### config.mk
export PLATFORM = sky130hd
export DESIGN_NAME = im2col_ctrl
export DESIGN_NICKNAME = d
export VERILOG_FILES = /design/src/im2col_pkg.sv /design/src/im2col_ctrl.sv
export SDC_FILE = /design/constraint.sdc
export NUM_CORES = 1
export LEC_CHECK = 0
export BUFFER_PORTS_ARGS = -buffer_cell sky130_fd_sc_hd__buf_2
export CAP_MARGIN = 20
export CELL_PAD_IN_SITES_DETAIL_PLACEMENT = 2
export CELL_PAD_IN_SITES_GLOBAL_PLACEMENT = 2
export CORE_AREA = 10 10 47 49
export DETAILED_ROUTE_END_ITERATION = 7
export DIE_AREA = 0 0 57 59
export PLACE_DENSITY = 0.72
export SYNTH_ARGS = -nofsm -noshare
export SYNTH_HDL_FRONTEND = slang
export SYNTH_SLANG_ARGS = --single-unit
### constraint.sdc
create_clock -name clk -period 2.5 [get_ports clk]
set_clock_uncertainty 0.05 [all_clocks]
set_input_delay 0.5 -clock clk [delete_from_list [all_inputs] [get_ports clk]]
set_output_delay 0.5 -clock clk [all_outputs]
set_load 0.005 [all_outputs]
### src/im2col_pkg.sv
// Shared constants, register codes, state and control types of the im2col gather block.
package im2col_pkg;

    localparam int CHANNELS_DEF   = 4;
    localparam int MAX_DIM_DEF    = 32;
    localparam int MAX_KERNEL_DEF = 7;
    localparam int DATA_WIDTH_DEF = 32;

    localparam int PIXEL_W = 32;
    localparam int VALUE_W = 32;

    localparam int APB_DATA_W = 32;
    localparam int APB_ADDR_W = 5;

    localparam int DIM_REG_W  = 6;
    localparam int KER_REG_W  = 3;
    localparam int PAD_REG_W  = 3;
    localparam int STEP_REG_W = 3;
    localparam int PAD_MAX    = (1 << PAD_REG_W) - 1;

    localparam logic [DIM_REG_W-1:0]  HEIGHT_RST = DIM_REG_W'(8);
    localparam logic [DIM_REG_W-1:0]  WIDTH_RST  = DIM_REG_W'(8);
    localparam logic [KER_REG_W-1:0]  KROWS_RST  = KER_REG_W'(3);
    localparam logic [KER_REG_W-1:0]  KCOLS_RST  = KER_REG_W'(3);
    localparam logic [PAD_REG_W-1:0]  PROWS_RST  = PAD_REG_W'(0);
    localparam logic [PAD_REG_W-1:0]  PCOLS_RST  = PAD_REG_W'(0);
    localparam logic [STEP_REG_W-1:0] SROWS_RST  = STEP_REG_W'(1);
    localparam logic [STEP_REG_W-1:0] SCOLS_RST  = STEP_REG_W'(1);

    // Derived configuration settles through three register stages.
    localparam int SETUP_CYCLES = 3;
    localparam int SETUP_CNT_W  = 2;

    typedef enum logic [2:0] {
        REG_IMAGE_HEIGHT = 3'd0,
        REG_IMAGE_WIDTH  = 3'd1,
        REG_KERNEL_ROWS  = 3'd2,
        REG_KERNEL_COLS  = 3'd3,
        REG_PAD_ROWS     = 3'd4,
        REG_PAD_COLS     = 3'd5,
        REG_STEP_ROWS    = 3'd6,
        REG_STEP_COLS    = 3'd7
    } cfg_reg_t;

    typedef enum logic {
        MODE_LOAD = 1'b0,
        MODE_EMIT = 1'b1
    } mode_t;

    typedef enum logic [2:0] {
        ST_SETUP,
        ST_IDLE,
        ST_CALC,
        ST_READ,
        ST_DONE
    } state_t;

    typedef struct packed {
        logic in_ready;
        logic clear;
        logic load_wr;
        logic calc;
        logic read;
        logic deliver;
    } cmd_t;

    typedef struct packed {
        logic cfg_wr;
        logic req_valid;
        logic req_mode;
        logic out_free;
    } status_t;

endpackage

### src/im2col_ctrl.sv
// Sequencing state machine: setup after configuration, load, and the emit steps.
module im2col_ctrl
    import im2col_pkg::*;
(
    input  logic    clk,
    input  logic    rst_n,
    input  status_t status,
    output cmd_t    cmd
);

    state_t                 state_reg, state_next;
    logic [SETUP_CNT_W-1:0] setup_cnt_reg, setup_cnt_next;

    always_comb
    begin
        state_next = state_reg;
        unique case (state_reg)
            ST_SETUP:
            begin
                if (setup_cnt_reg == SETUP_CNT_W'(SETUP_CYCLES - 1))
                begin
                    state_next = ST_IDLE;
                end
            end
            ST_IDLE:
            begin
                if (status.req_valid && (status.req_mode == MODE_EMIT))
                begin
                    state_next = ST_CALC;
                end
            end
            ST_CALC: state_next = ST_READ;
            ST_READ: state_next = ST_DONE;
            ST_DONE:
            begin
                if (status.out_free)
                begin
                    state_next = ST_IDLE;
                end
            end
            default: state_next = ST_SETUP;
        endcase
        // A register write restarts the frame and lets the geometry settle.
        if (status.cfg_wr)
        begin
            state_next = ST_SETUP;
        end
    end

    always_comb
    begin
        if ((state_reg == ST_SETUP) && (state_next == ST_SETUP) && !status.cfg_wr)
        begin
            setup_cnt_next = setup_cnt_reg + SETUP_CNT_W'(1);
        end
        else
        begin
            setup_cnt_next = '0;
        end
    end

    always_comb
    begin
        cmd          = '0;
        cmd.in_ready = (state_reg == ST_IDLE);
        cmd.load_wr  = (state_reg == ST_IDLE) && status.req_valid &&
                       (status.req_mode == MODE_LOAD);
        cmd.clear    = (state_reg == ST_SETUP);
        cmd.calc     = (state_reg == ST_CALC);
        cmd.read     = (state_reg == ST_READ);
        cmd.deliver  = (state_reg == ST_DONE) && status.out_free;
    end

    always_ff @(posedge clk or negedge rst_n)
    begin
        if (!rst_n)
        begin
            state_reg     <= ST_SETUP;
            setup_cnt_reg <= '0;
        end
        else
        begin
            state_reg     <= state_next;
            setup_cnt_reg <= setup_cnt_next;
        end
    end

endmodule

==> reports/metrics.yaml <==
floorplanning:
  io_pins: 12
  die_area_mm2: 0.003363
  start_util: 0.2107
  core-area_mm2: 0.001401
  die_x_um: 57
  chipHeight_um: 59
  row_count: 14
timing:
  timing.hold.ws_ps: 21.43
  fmaxAchievable_mhz: 527.2
  rsz0062_at_grt: "false"
  maxSlewViolCount: 0
  slew_headroom: 0.7809
  hold_viol: 0
  period_share: 0.7587
  tightest_slew_ps: 328.6
  finalSetupViolCount: 0
  tns_ps: 0
  period_needed_ps: 1897
finish:
  final_util: 0.2714
  layout_commonest_cell: "buf_2"
  largest_reg_flops: 3
  multiInputGateArea_um2: 150.1
  drive_gt1_frac: 0.3778
  final_cell_mix: "buf_2, nor2_1, dfrtp_1"
  regArea_um2: 125.1
  n_fill_cell: 179
  nets: 53
  area_growth_pct: 28.81
  n_antenna_cell: 0
detailed_routing:
  drc: 0
  antenna_left: 0
  wl_um: 812
  drt_iter0_drc: 0
  vias_per_cell: 4.590
  wl_per_cell_um: 13.31
  dr.pass1.iters: 1
  vias: 280
pwr:
  seq_power_share: 0.407
  power.switching_fraction: 0.3317
  ir_worst_vdd_v: 0.0002070
  comb_power_share: 0.300
  total_power_mw: 0.3137
  leakage_nw: 0.1926
  p_clk_frac: 0.293
  switchingPower_mw: 0.1041
  internal-power_mw: 0.2097
  power_density_mw_per_mm2: 824.8
setup_path:
  critical_path_arrival_ps: 1350
  worstPathRequired_ps: 1950
  critPathMaxFanout: 8
  start_kind: "flop"
  cp-end-kind: "output port"
  critPathKind: "flop to output port"
global_routing:
  grt_pass1_vias: 317
  grt_max_degree: 11
  grt_usage: 0.05291
  antenna_found_initial: 0
  grt_first_pass_wirelength_um: 1407
  overflow: 0
cts:
  cts_setup_buffers: 0
  cts.clk_slew.worst_paths_ps: 40
  cts.sinks: 5
  cts-root-buf: "clkbuf_4"
  clk_latency_ps: 240
  clock_path_buffers: 2
  cts_hold_buffers: 0
  cts-buffers-inserted: 3
  htree_levels: 1
  cts_tree: "yes"
  cts_resized: 0
synthesis:
  synth-seq-cells: 5
  synth_area_leader_cell: "dfrtp_1"
  synth-simple-area-share: 0.3898
  synth_compound_area_frac: 0.07627
  synth_xor_area_frac: 0
  synth-seq-area-share: 0.4237
  synth_top_family_by_area: "simple AND/OR/NAND/NOR gates"
  yosysWarnings: 0
  synthMuxAreaShare: 0
  netlist_area_um2: 295.3
  avgSynthCellArea_um2: 9.228
  synth_adder_area_share: 0.04237
  synth_top_cells_by_area: "dfrtp_1, nor2_1, nor4b_1"
  syn-num-nets: 39
  netlist_instances: 32
  synthDistinctLibCells: 18
  synth.top_cell.area_share: 0.4237
placed_design:
  place.gp.congestion: 0.6417
  dp_hpwl_um: 697.9
  port-buffer-count: 11
flow_run:
  cap_violations: 0
outcome:
  outcome: "complete, no violations"
min_path:
  min_path_type: "input pin to asynchronous set/reset pin"
## path summary, 6_finish.rpt
kind	from	end	slack (ps)	cells past startpoint
min in group clk	setup_cnt_reg[0]	setup_cnt_reg[0]	370	1
min	rst_n	setup_cnt_reg[1]	20	1
max in group asynchronous	rst_n	setup_cnt_reg[0]	2250	1
min reg2reg	setup_cnt_reg[0]	setup_cnt_reg[0]	370	1
max reg2reg	state_reg[0]	state_reg[0]	1300	3
max	state_reg[2]	cmd[3]	600	3
## cells by family (layout without fill, tap and decap cells)
| kind of cell | count (synthesis) | in the layout |
|---|---|---|
| AO/OA/AOI/OAI | 3 | 3 |
| adder cells (fa/ha/maj) | 1 | 1 |
| buffers and inverters | 3 | 16 |
| AND/OR/NAND/NOR | 20 | 20 |
| flip-flops | 5 | 5 |
## per-stage QoR
stage / area, µm² / instances / setup WS (ps)
2_1_floorplan: 295.3 / 32 / 1035
6_report: 380.4 / 61 / 603.3
3_3_place_gp: 354.1 / 57 / 902.0
5_1_grt: 380.4 / 61 / 407.7
4_1_cts: 380.4 / 61 / 585.4
3_5_place_dp: 354.1 / 57 / 858.3
## synth_stat cells
| master | instances |
|---|---|
| nor3_1 | 3 |
| buf_2 | 1 |
| nor2_2 | 1 |
| buf_6 | 1 |
| ha_1 | 1 |
| a31oi_1 | 1 |
| inv_1 | 1 |
| o31a_1 | 1 |
| and3b_1 | 1 |
| dfrtp_1 | 5 |
| nor3_2 | 1 |
| nor4b_1 | 2 |
| nand2b_2 | 1 |
| nor2_1 | 7 |
| a21boi_0 | 1 |
| nand2b_1 | 1 |
| nand4b_1 | 1 |
| nand2_1 | 2 |
## routing by layer
metal / global-route usage / wire length, µm / vias to the layer above
met2: 0.08992 / 414 / 8
met1: 0.05156 / 331 / 134
met4: 0.02013 / 0 / 0
li1: - / - / 138
met5: 0 / 0 / -
met3: 0.03219 / 66 / 0
## power by group through the flow
stage	clock network, mW	logic (mW)	registers (mW)
2_1_floorplan	0	0.0882	0.110
3_3_place_gp	0	0.0940	0.128
3_5_place_dp	0	0.0980	0.129
4_1_cts	0.0983	0.0986	0.128
5_1_grt	0.106	0.114	0.132
6_report	0.0918	0.0942	0.128
## final cells by class
cell class	count	share of cell area
Timing Repair Buffer	11	0.1447
Sequential cell	5	0.3289
Tap cell	16	0.05263
Clock buffer	4	0.06908
Multi-Input combinational cell	24	0.3947
Inverter	1	0.009868
## worst max-delay path, stage by stage (launching register included)
cell and delay (ps):
dfrtp_1 440, nand2b_1 190, nor4b_1 300, buf_2 170
Power figures use the tool's default switching activity.
