===== config.mk =====
export PLATFORM = sky130hd
export DESIGN_NAME = im2col_cfg
export DESIGN_NICKNAME = d
export VERILOG_FILES = /design/src/im2col_pkg.sv /design/src/im2col_cfg.sv
export SDC_FILE = /design/constraint.sdc
export NUM_CORES = 1
export LEC_CHECK = 0
export ABC_AREA = 0
export BUFFER_PORTS_ARGS = -buffer_cell sky130_fd_sc_hd__buf_2
export CAP_MARGIN = 20
export CELL_PAD_IN_SITES_DETAIL_PLACEMENT = 2
export CELL_PAD_IN_SITES_GLOBAL_PLACEMENT = 2
export CORE_MARGIN = 4
export CORE_UTILIZATION = 32
export DETAILED_ROUTE_END_ITERATION = 16
export PLACE_DENSITY_LB_ADDON = 0.1
export SETUP_SLACK_MARGIN = 0.3
export SLEW_MARGIN = 20
export SYNTH_ARGS = -nofsm -noshare
export SYNTH_HDL_FRONTEND = slang
export SYNTH_SLANG_ARGS = --single-unit

===== constraint.sdc =====
create_clock -name clk -period 4.25 [get_ports clk]
set_input_delay 0.2125 -clock clk [delete_from_list [all_inputs] [get_ports clk]]
set_output_delay 0.2125 -clock clk [all_outputs]
set_load 0.005 [all_outputs]

===== src/im2col_pkg.sv =====
// Shared constants, register codes, state and control types of the im2col gather block.
package im2col_pkg;

    localparam int CHANNELS_DEF   = 4;
    localparam int MAX_DIM_DEF    = 32;
    localparam int MAX_KERNEL_DEF = 7;
    localparam int DATA_WIDTH_DEF = 32;

    localparam int PIXEL_W = 32;
    localparam int VALUE_W = 32;

    localparam int APB_DATA_W = 32;
    localparam int APB_ADDR_W = 5;

    localparam int DIM_REG_W  = 6;
    localparam int KER_REG_W  = 3;
    localparam int PAD_REG_W  = 3;
    localparam int STEP_REG_W = 3;
    localparam int PAD_MAX    = (1 << PAD_REG_W) - 1;

    localparam logic [DIM_REG_W-1:0]  HEIGHT_RST = DIM_REG_W'(8);
    localparam logic [DIM_REG_W-1:0]  WIDTH_RST  = DIM_REG_W'(8);
    localparam logic [KER_REG_W-1:0]  KROWS_RST  = KER_REG_W'(3);
    localparam logic [KER_REG_W-1:0]  KCOLS_RST  = KER_REG_W'(3);
    localparam logic [PAD_REG_W-1:0]  PROWS_RST  = PAD_REG_W'(0);
    localparam logic [PAD_REG_W-1:0]  PCOLS_RST  = PAD_REG_W'(0);
    localparam logic [STEP_REG_W-1:0] SROWS_RST  = STEP_REG_W'(1);
    localparam logic [STEP_REG_W-1:0] SCOLS_RST  = STEP_REG_W'(1);

    // Derived configuration settles through three register stages.
    localparam int SETUP_CYCLES = 3;
    localparam int SETUP_CNT_W  = 2;

    typedef enum logic [2:0] {
        REG_IMAGE_HEIGHT = 3'd0,
        REG_IMAGE_WIDTH  = 3'd1,
        REG_KERNEL_ROWS  = 3'd2,
        REG_KERNEL_COLS  = 3'd3,
        REG_PAD_ROWS     = 3'd4,
        REG_PAD_COLS     = 3'd5,
        REG_STEP_ROWS    = 3'd6,
        REG_STEP_COLS    = 3'd7
    } cfg_reg_t;

    typedef enum logic {
        MODE_LOAD = 1'b0,
        MODE_EMIT = 1'b1
    } mode_t;

    typedef enum logic [2:0] {
        ST_SETUP,
        ST_IDLE,
        ST_CALC,
        ST_READ,
        ST_DONE
    } state_t;

    typedef struct packed {
        logic in_ready;
        logic clear;
        logic load_wr;
        logic calc;
        logic read;
        logic deliver;
    } cmd_t;

    typedef struct packed {
        logic cfg_wr;
        logic req_valid;
        logic req_mode;
        logic out_free;
    } status_t;

endpackage


===== src/im2col_cfg.sv =====
// APB register file and the registered geometry values derived from it.
module im2col_cfg
    import im2col_pkg::*;
#(
    parameter int CHANNELS   = CHANNELS_DEF,
    parameter int MAX_DIM    = MAX_DIM_DEF,
    parameter int MAX_KERNEL = MAX_KERNEL_DEF,
    localparam int DIM_W     = $clog2(MAX_DIM + 1),
    localparam int KER_W     = $clog2(MAX_KERNEL + 1),
    localparam int SPAN_W    = $clog2(MAX_DIM + 2 * PAD_MAX + 1),
    localparam int PLANE_W   = $clog2(MAX_DIM * MAX_DIM + 1),
    localparam int TOTAL_W   = $clog2(CHANNELS * MAX_DIM * MAX_DIM + 1)
)
(
    input  logic                  clk,
    input  logic                  rst_n,
    input  logic                  psel,
    input  logic                  penable,
    input  logic                  pwrite,
    input  logic [APB_ADDR_W-1:0] paddr,
    input  logic [APB_DATA_W-1:0] pwdata,
    output logic [APB_DATA_W-1:0] prdata,
    output logic                  cfg_wr,
    output logic [DIM_W-1:0]      height,
    output logic [DIM_W-1:0]      width,
    output logic [KER_W-1:0]      krows,
    output logic [KER_W-1:0]      kcols,
    output logic [PAD_REG_W-1:0]  prows,
    output logic [PAD_REG_W-1:0]  pcols,
    output logic [STEP_REG_W-1:0] srows,
    output logic [STEP_REG_W-1:0] scols,
    output logic [SPAN_W-1:0]     lim_r,
    output logic [SPAN_W-1:0]     lim_c,
    output logic                  empty,
    output logic [PLANE_W-1:0]    plane,
    output logic [TOTAL_W-1:0]    total
);

    logic [DIM_REG_W-1:0]  height_raw_reg, width_raw_reg;
    logic [KER_REG_W-1:0]  krows_raw_reg, kcols_raw_reg;
    logic [PAD_REG_W-1:0]  prows_raw_reg, pcols_raw_reg;
    logic [STEP_REG_W-1:0] srows_raw_reg, scols_raw_reg;

    logic [DIM_W-1:0]      height_reg, width_reg, height_next, width_next;
    logic [KER_W-1:0]      krows_reg, kcols_reg, krows_next, kcols_next;
    logic [PAD_REG_W-1:0]  prows_reg, pcols_reg;
    logic [STEP_REG_W-1:0] srows_reg, scols_reg, srows_next, scols_next;

    logic [SPAN_W-1:0]     span_r, span_c;
    logic [SPAN_W-1:0]     lim_r_reg, lim_c_reg, lim_r_next, lim_c_next;
    logic                  empty_reg, empty_next;
    logic [PLANE_W-1:0]    plane_reg, plane_next;
    logic [TOTAL_W-1:0]    total_reg, total_next;
    cfg_reg_t              wr_index, rd_index;

    assign cfg_wr   = psel & penable & pwrite;
    assign wr_index = cfg_reg_t'(paddr[APB_ADDR_W-1:2]);
    assign rd_index = cfg_reg_t'(paddr[APB_ADDR_W-1:2]);

    always_ff @(posedge clk or negedge rst_n)
    begin
        if (!rst_n)
        begin
            height_raw_reg <= HEIGHT_RST;
            width_raw_reg  <= WIDTH_RST;
            krows_raw_reg  <= KROWS_RST;
            kcols_raw_reg  <= KCOLS_RST;
            prows_raw_reg  <= PROWS_RST;
            pcols_raw_reg  <= PCOLS_RST;
            srows_raw_reg  <= SROWS_RST;
            scols_raw_reg  <= SCOLS_RST;
        end
        else if (cfg_wr)
        begin
            unique case (wr_index)
                REG_IMAGE_HEIGHT: height_raw_reg <= pwdata[DIM_REG_W-1:0];
                REG_IMAGE_WIDTH:  width_raw_reg  <= pwdata[DIM_REG_W-1:0];
                REG_KERNEL_ROWS:  krows_raw_reg  <= pwdata[KER_REG_W-1:0];
                REG_KERNEL_COLS:  kcols_raw_reg  <= pwdata[KER_REG_W-1:0];
                REG_PAD_ROWS:     prows_raw_reg  <= pwdata[PAD_REG_W-1:0];
                REG_PAD_COLS:     pcols_raw_reg  <= pwdata[PAD_REG_W-1:0];
                REG_STEP_ROWS:    srows_raw_reg  <= pwdata[STEP_REG_W-1:0];
                REG_STEP_COLS:    scols_raw_reg  <= pwdata[STEP_REG_W-1:0];
                default:          ;
            endcase
        end
    end

    always_comb
    begin
        unique case (rd_index)
            REG_IMAGE_HEIGHT: prdata = APB_DATA_W'(height_raw_reg);
            REG_IMAGE_WIDTH:  prdata = APB_DATA_W'(width_raw_reg);
            REG_KERNEL_ROWS:  prdata = APB_DATA_W'(krows_raw_reg);
            REG_KERNEL_COLS:  prdata = APB_DATA_W'(kcols_raw_reg);
            REG_PAD_ROWS:     prdata = APB_DATA_W'(prows_raw_reg);
            REG_PAD_COLS:     prdata = APB_DATA_W'(pcols_raw_reg);
            REG_STEP_ROWS:    prdata = APB_DATA_W'(srows_raw_reg);
            REG_STEP_COLS:    prdata = APB_DATA_W'(scols_raw_reg);
            default:          prdata = '0;
        endcase
    end

    // First stage: clamp sizes into the supported range, a zero step acts as one.
    always_comb
    begin
        height_next = (height_raw_reg == '0) ? DIM_W'(1) :
                      (32'(height_raw_reg) > MAX_DIM) ? DIM_W'(MAX_DIM) :
                      DIM_W'(height_raw_reg);
        width_next  = (width_raw_reg == '0) ? DIM_W'(1) :
                      (32'(width_raw_reg) > MAX_DIM) ? DIM_W'(MAX_DIM) :
                      DIM_W'(width_raw_reg);
        krows_next  = (32'(krows_raw_reg) > MAX_KERNEL) ? KER_W'(MAX_KERNEL) :
                      KER_W'(krows_raw_reg);
        kcols_next  = (32'(kcols_raw_reg) > MAX_KERNEL) ? KER_W'(MAX_KERNEL) :
                      KER_W'(kcols_raw_reg);
        srows_next  = (srows_raw_reg == '0) ? STEP_REG_W'(1) : srows_raw_reg;
        scols_next  = (scols_raw_reg == '0) ? STEP_REG_W'(1) : scols_raw_reg;
    end

    // Second stage: padded spans, empty flag, last start position per axis and plane size.
    always_comb
    begin
        span_r     = SPAN_W'(height_reg) + SPAN_W'({prows_reg, 1'b0});
        span_c     = SPAN_W'(width_reg) + SPAN_W'({pcols_reg, 1'b0});
        empty_next = (krows_reg == '0) || (kcols_reg == '0) ||
                     (span_r < SPAN_W'(krows_reg)) || (span_c < SPAN_W'(kcols_reg));
        lim_r_next = span_r - SPAN_W'(krows_reg);
        lim_c_next = span_c - SPAN_W'(kcols_reg);
        plane_next = PLANE_W'(height_reg) * PLANE_W'(width_reg);
    end

    // Third stage: pixels in a whole frame.
    assign total_next = TOTAL_W'(plane_reg) * TOTAL_W'(CHANNELS);

    always_ff @(posedge clk)
    begin
        height_reg <= height_next;
        width_reg  <= width_next;
        krows_reg  <= krows_next;
        kcols_reg  <= kcols_next;
        prows_reg  <= prows_raw_reg;
        pcols_reg  <= pcols_raw_reg;
        srows_reg  <= srows_next;
        scols_reg  <= scols_next;
        lim_r_reg  <= lim_r_next;
        lim_c_reg  <= lim_c_next;
        empty_reg  <= empty_next;
        plane_reg  <= plane_next;
        total_reg  <= total_next;
    end

    assign height = height_reg;
    assign width  = width_reg;
    assign krows  = krows_reg;
    assign kcols  = kcols_reg;
    assign prows  = prows_reg;
    assign pcols  = pcols_reg;
    assign srows  = srows_reg;
    assign scols  = scols_reg;
    assign lim_r  = lim_r_reg;
    assign lim_c  = lim_c_reg;
    assign empty  = empty_reg;
    assign plane  = plane_reg;
    assign total  = total_reg;

endmodule


==> flow_summary.toml <==
[sta]
relSlewSlack = 0.5272
final_hold_viol_count = 0
rsz0062_at_grt = "false"
final.period_utilization = 0.8405
finalClockSkew_ps = 9.487
drv_slew = 0
tightest_slew_ps = 709.2
max_freq_mhz = 279.9
tns_ps = 0
finalCriticalPeriod_ps = 3572
setup_viol = 0

[critical_path]
worstPathMaxFanout = 9
path_class = "flip-flop to flip-flop"
r2r_cells = 12
crit_arrival_ps = 3810
worstSetupStartpointType = "flip-flop"
crit_path_end_kind = "flip-flop"
r2r_end = "plane[9]"
reg2reg_slack_ps = 680
rr_startpoint = "width[2]"
critPathRequiredTime_ps = 4480

[die]
core_area_sq_um = 14100
die_width_um = 128.9
ios = 142
fp.dieH_um = 128.9
num_rows = 43
dieArea_sq_um = 16610
start_util = 0.3318

[placement]
place.gp.congestion = 0.7282
port_buffers = 85
dpl.hpwl_um = 9008
post-place-cells = 689

[logic_synthesis]
synth-async-reset-ratio = 0.3158
synth_cell_type_count = 46
ys.warnings.count = 0
avgSynthCellArea_sq_um = 10.73
ys_seq_elements = 95
synth_edf_count = 0
synth_flop_cell = "dfxtp_1"
ys_seq_area_frac = 0.4409
netlist_instances = 436
syn_area_sq_um = 4677

[global_routing]
grtUsageMet1 = 0.1931
grt_pass1_vias = 3530
met3_usage = 0.02781
grt_max_degree = 31
met2_usage = 0.2409
overflow = 0
grt_usage = 0.1471
grt-busiest-layer = "met2"
antenna_found_initial = 0
grt_pass1_wl_um = 18950

[clock_network]
cts_root_buf = "clkbuf_16"
cts.repair.resized = 0
htree_levels = 3
clk_pin_slew_ps = 60
cts_setup_buffers = 0
tritoncts = "yes"
cts.sinks = 95
clock_latency_ps = 350
cts_made_buffers = 9
clockBufferDepth = 2

[min_path]
holdPathStages = 2
holdCritStartpoint = "pwdata[4]"
hold_end = "width_raw_reg[4]"
hold_class = "input port to flip-flop"

[power]
leakagePower_nw = 2.717
p_per_area_nw_per_um2 = 581.3
power_w = 0.003188
irDropWorstVdd_mv = 0.2053

[layout]
stdcell_count = 706
n_fill_cell = 1555
fin_util = 0.3890
nets = 614
syn_to_final_growth_pct = 17.26
regArea_sq_um = 2062
drive_above_1_share = 0.2586
diodes = 0
multi_input_area_sq_um = 2287

[route]
num_vias = 3223
totalWireLength_um = 11420
drtAntennaViolNets = 0
via_per_inst = 4.565
drc = 0
drt_first_iter_violations = 61
wire_per_inst_um = 16.17
first_pass_iters = 4

[run_status]
status = "complete, no violations"

[job]
maxCapViolCount = 0
## cells in the mapped netlist (all sizes together) (2+ instances only)
master   n  area share
a32oi    2      0.0037
clkbuf   7      0.0056
xnor2   13       0.024
dfxtp   65        0.28
dfstp    8       0.045
inv     46       0.037
nand2b   5      0.0067
and2    24       0.032
fa      20       0.086
o21bai   2      0.0032
nor3     8      0.0086
a22o     4      0.0075
xor2     8       0.015
nand2   23       0.018
nand3    2      0.0021
ha      31       0.083
nor4     2      0.0027
dfrtp   22        0.12
or2      2      0.0027
a21oi   10       0.012
nor2    24       0.022
buf     32       0.049
a221oi   4      0.0075
mux2    27       0.065
a21o     8       0.013
o21ai    8      0.0086
nor2b   13       0.017
a211oi   2      0.0032
mux2i    5       0.011
## logic make-up (layout without fill, tap and decap cells)
group,count (synthesis),in the layout,synth area share
simple gates,107,107,0.1188
other cells,1,28,0.0008018
mux,32,32,0.07571
compound gates,44,44,0.06420
xor+xnor,21,21,0.03933
buf+inv,85,148,0.09176
flops,95,95,0.4409
fa+ha+maj,51,51,0.1685
## layer usage
metal	up-vias	part of all wire
met1	1584	0.44
li1	1542	-
met4	0	0.018
met2	83	0.49
met3	14	0.049
met5	-	0
## per-stage QoR
step | hold slack, ps | worst slack (ps) | cell area [sq um]
global placement | 296.6 | 719.4 | 5172
CTS | 81.00 | 607.1 | 5484
finish | 90.15 | 677.9 | 5484
floorplan | -83.09 | 1025 | 4778
detailed placement | 311.6 | 637.3 | 5172
global route | 94.04 | 420.7 | 5484
## what timing repair did
| item | in CTS | in global routing |
|---|---|---|
| hold buffers | 1 | 0 |
| setup endpoints to repair | 0 | 0 |
| endpoints found under the hold margin | 22 | 0 |
## layout by cell type (no fill, tap or decap), types with 7 or more instances in the layout
cell       count
xor2_1         8
fa_1          20
xnor2_1       13
buf_2         85
nor2_1        22
dfxtp_1       65
mux2_2        21
a21oi_1        9
conb_1        28
dfstp_2        8
and2_1        24
a21o_1         7
nor3_1         8
inv_1         44
clkbuf_16     10
nor2b_1       13
ha_1          31
dfrtp_1       22
nand2_1       23
## power breakdown
group          internal [W]  switching [W]
clock              0.000456       0.000363
sequential          0.00118       0.000194
combinational      0.000488       0.000509
total               0.00212        0.00107
## worst max-delay path, cell delays in order, from the launching register on
cell      delay (ps)
dfxtp_1          580
and2_1           230
fa_1             390
inv_1             90
fa_1             440
fa_1             540
inv_1             40
ha_1             350
nor2b_1          160
o21ai_1           90
a21boi_1         260
mux2i_1          220
nand2_1           60
## area by class of cell
cell class	instances	area share
multi-input combinational	283	0.4171
sequential	95	0.3760
timing repair buffer	86	0.07940
clock buffer	12	0.04883
tap	180	0.04107
inverter	46	0.03149
clock inverter	4	0.006160
## how the worst max path moves through the flow
stage	cells past startpoint	to	slack, ps	from
floorplan	12	plane[9]	1030	width[2]
global placement	12	plane[9]	720	width[2]
detailed placement	12	plane[9]	640	width[2]
CTS	12	plane[9]	610	width[2]
global route	12	plane[9]	420	width[2]
finish	12	plane[9]	680	width[2]
Power figures use the tool's default switching activity.
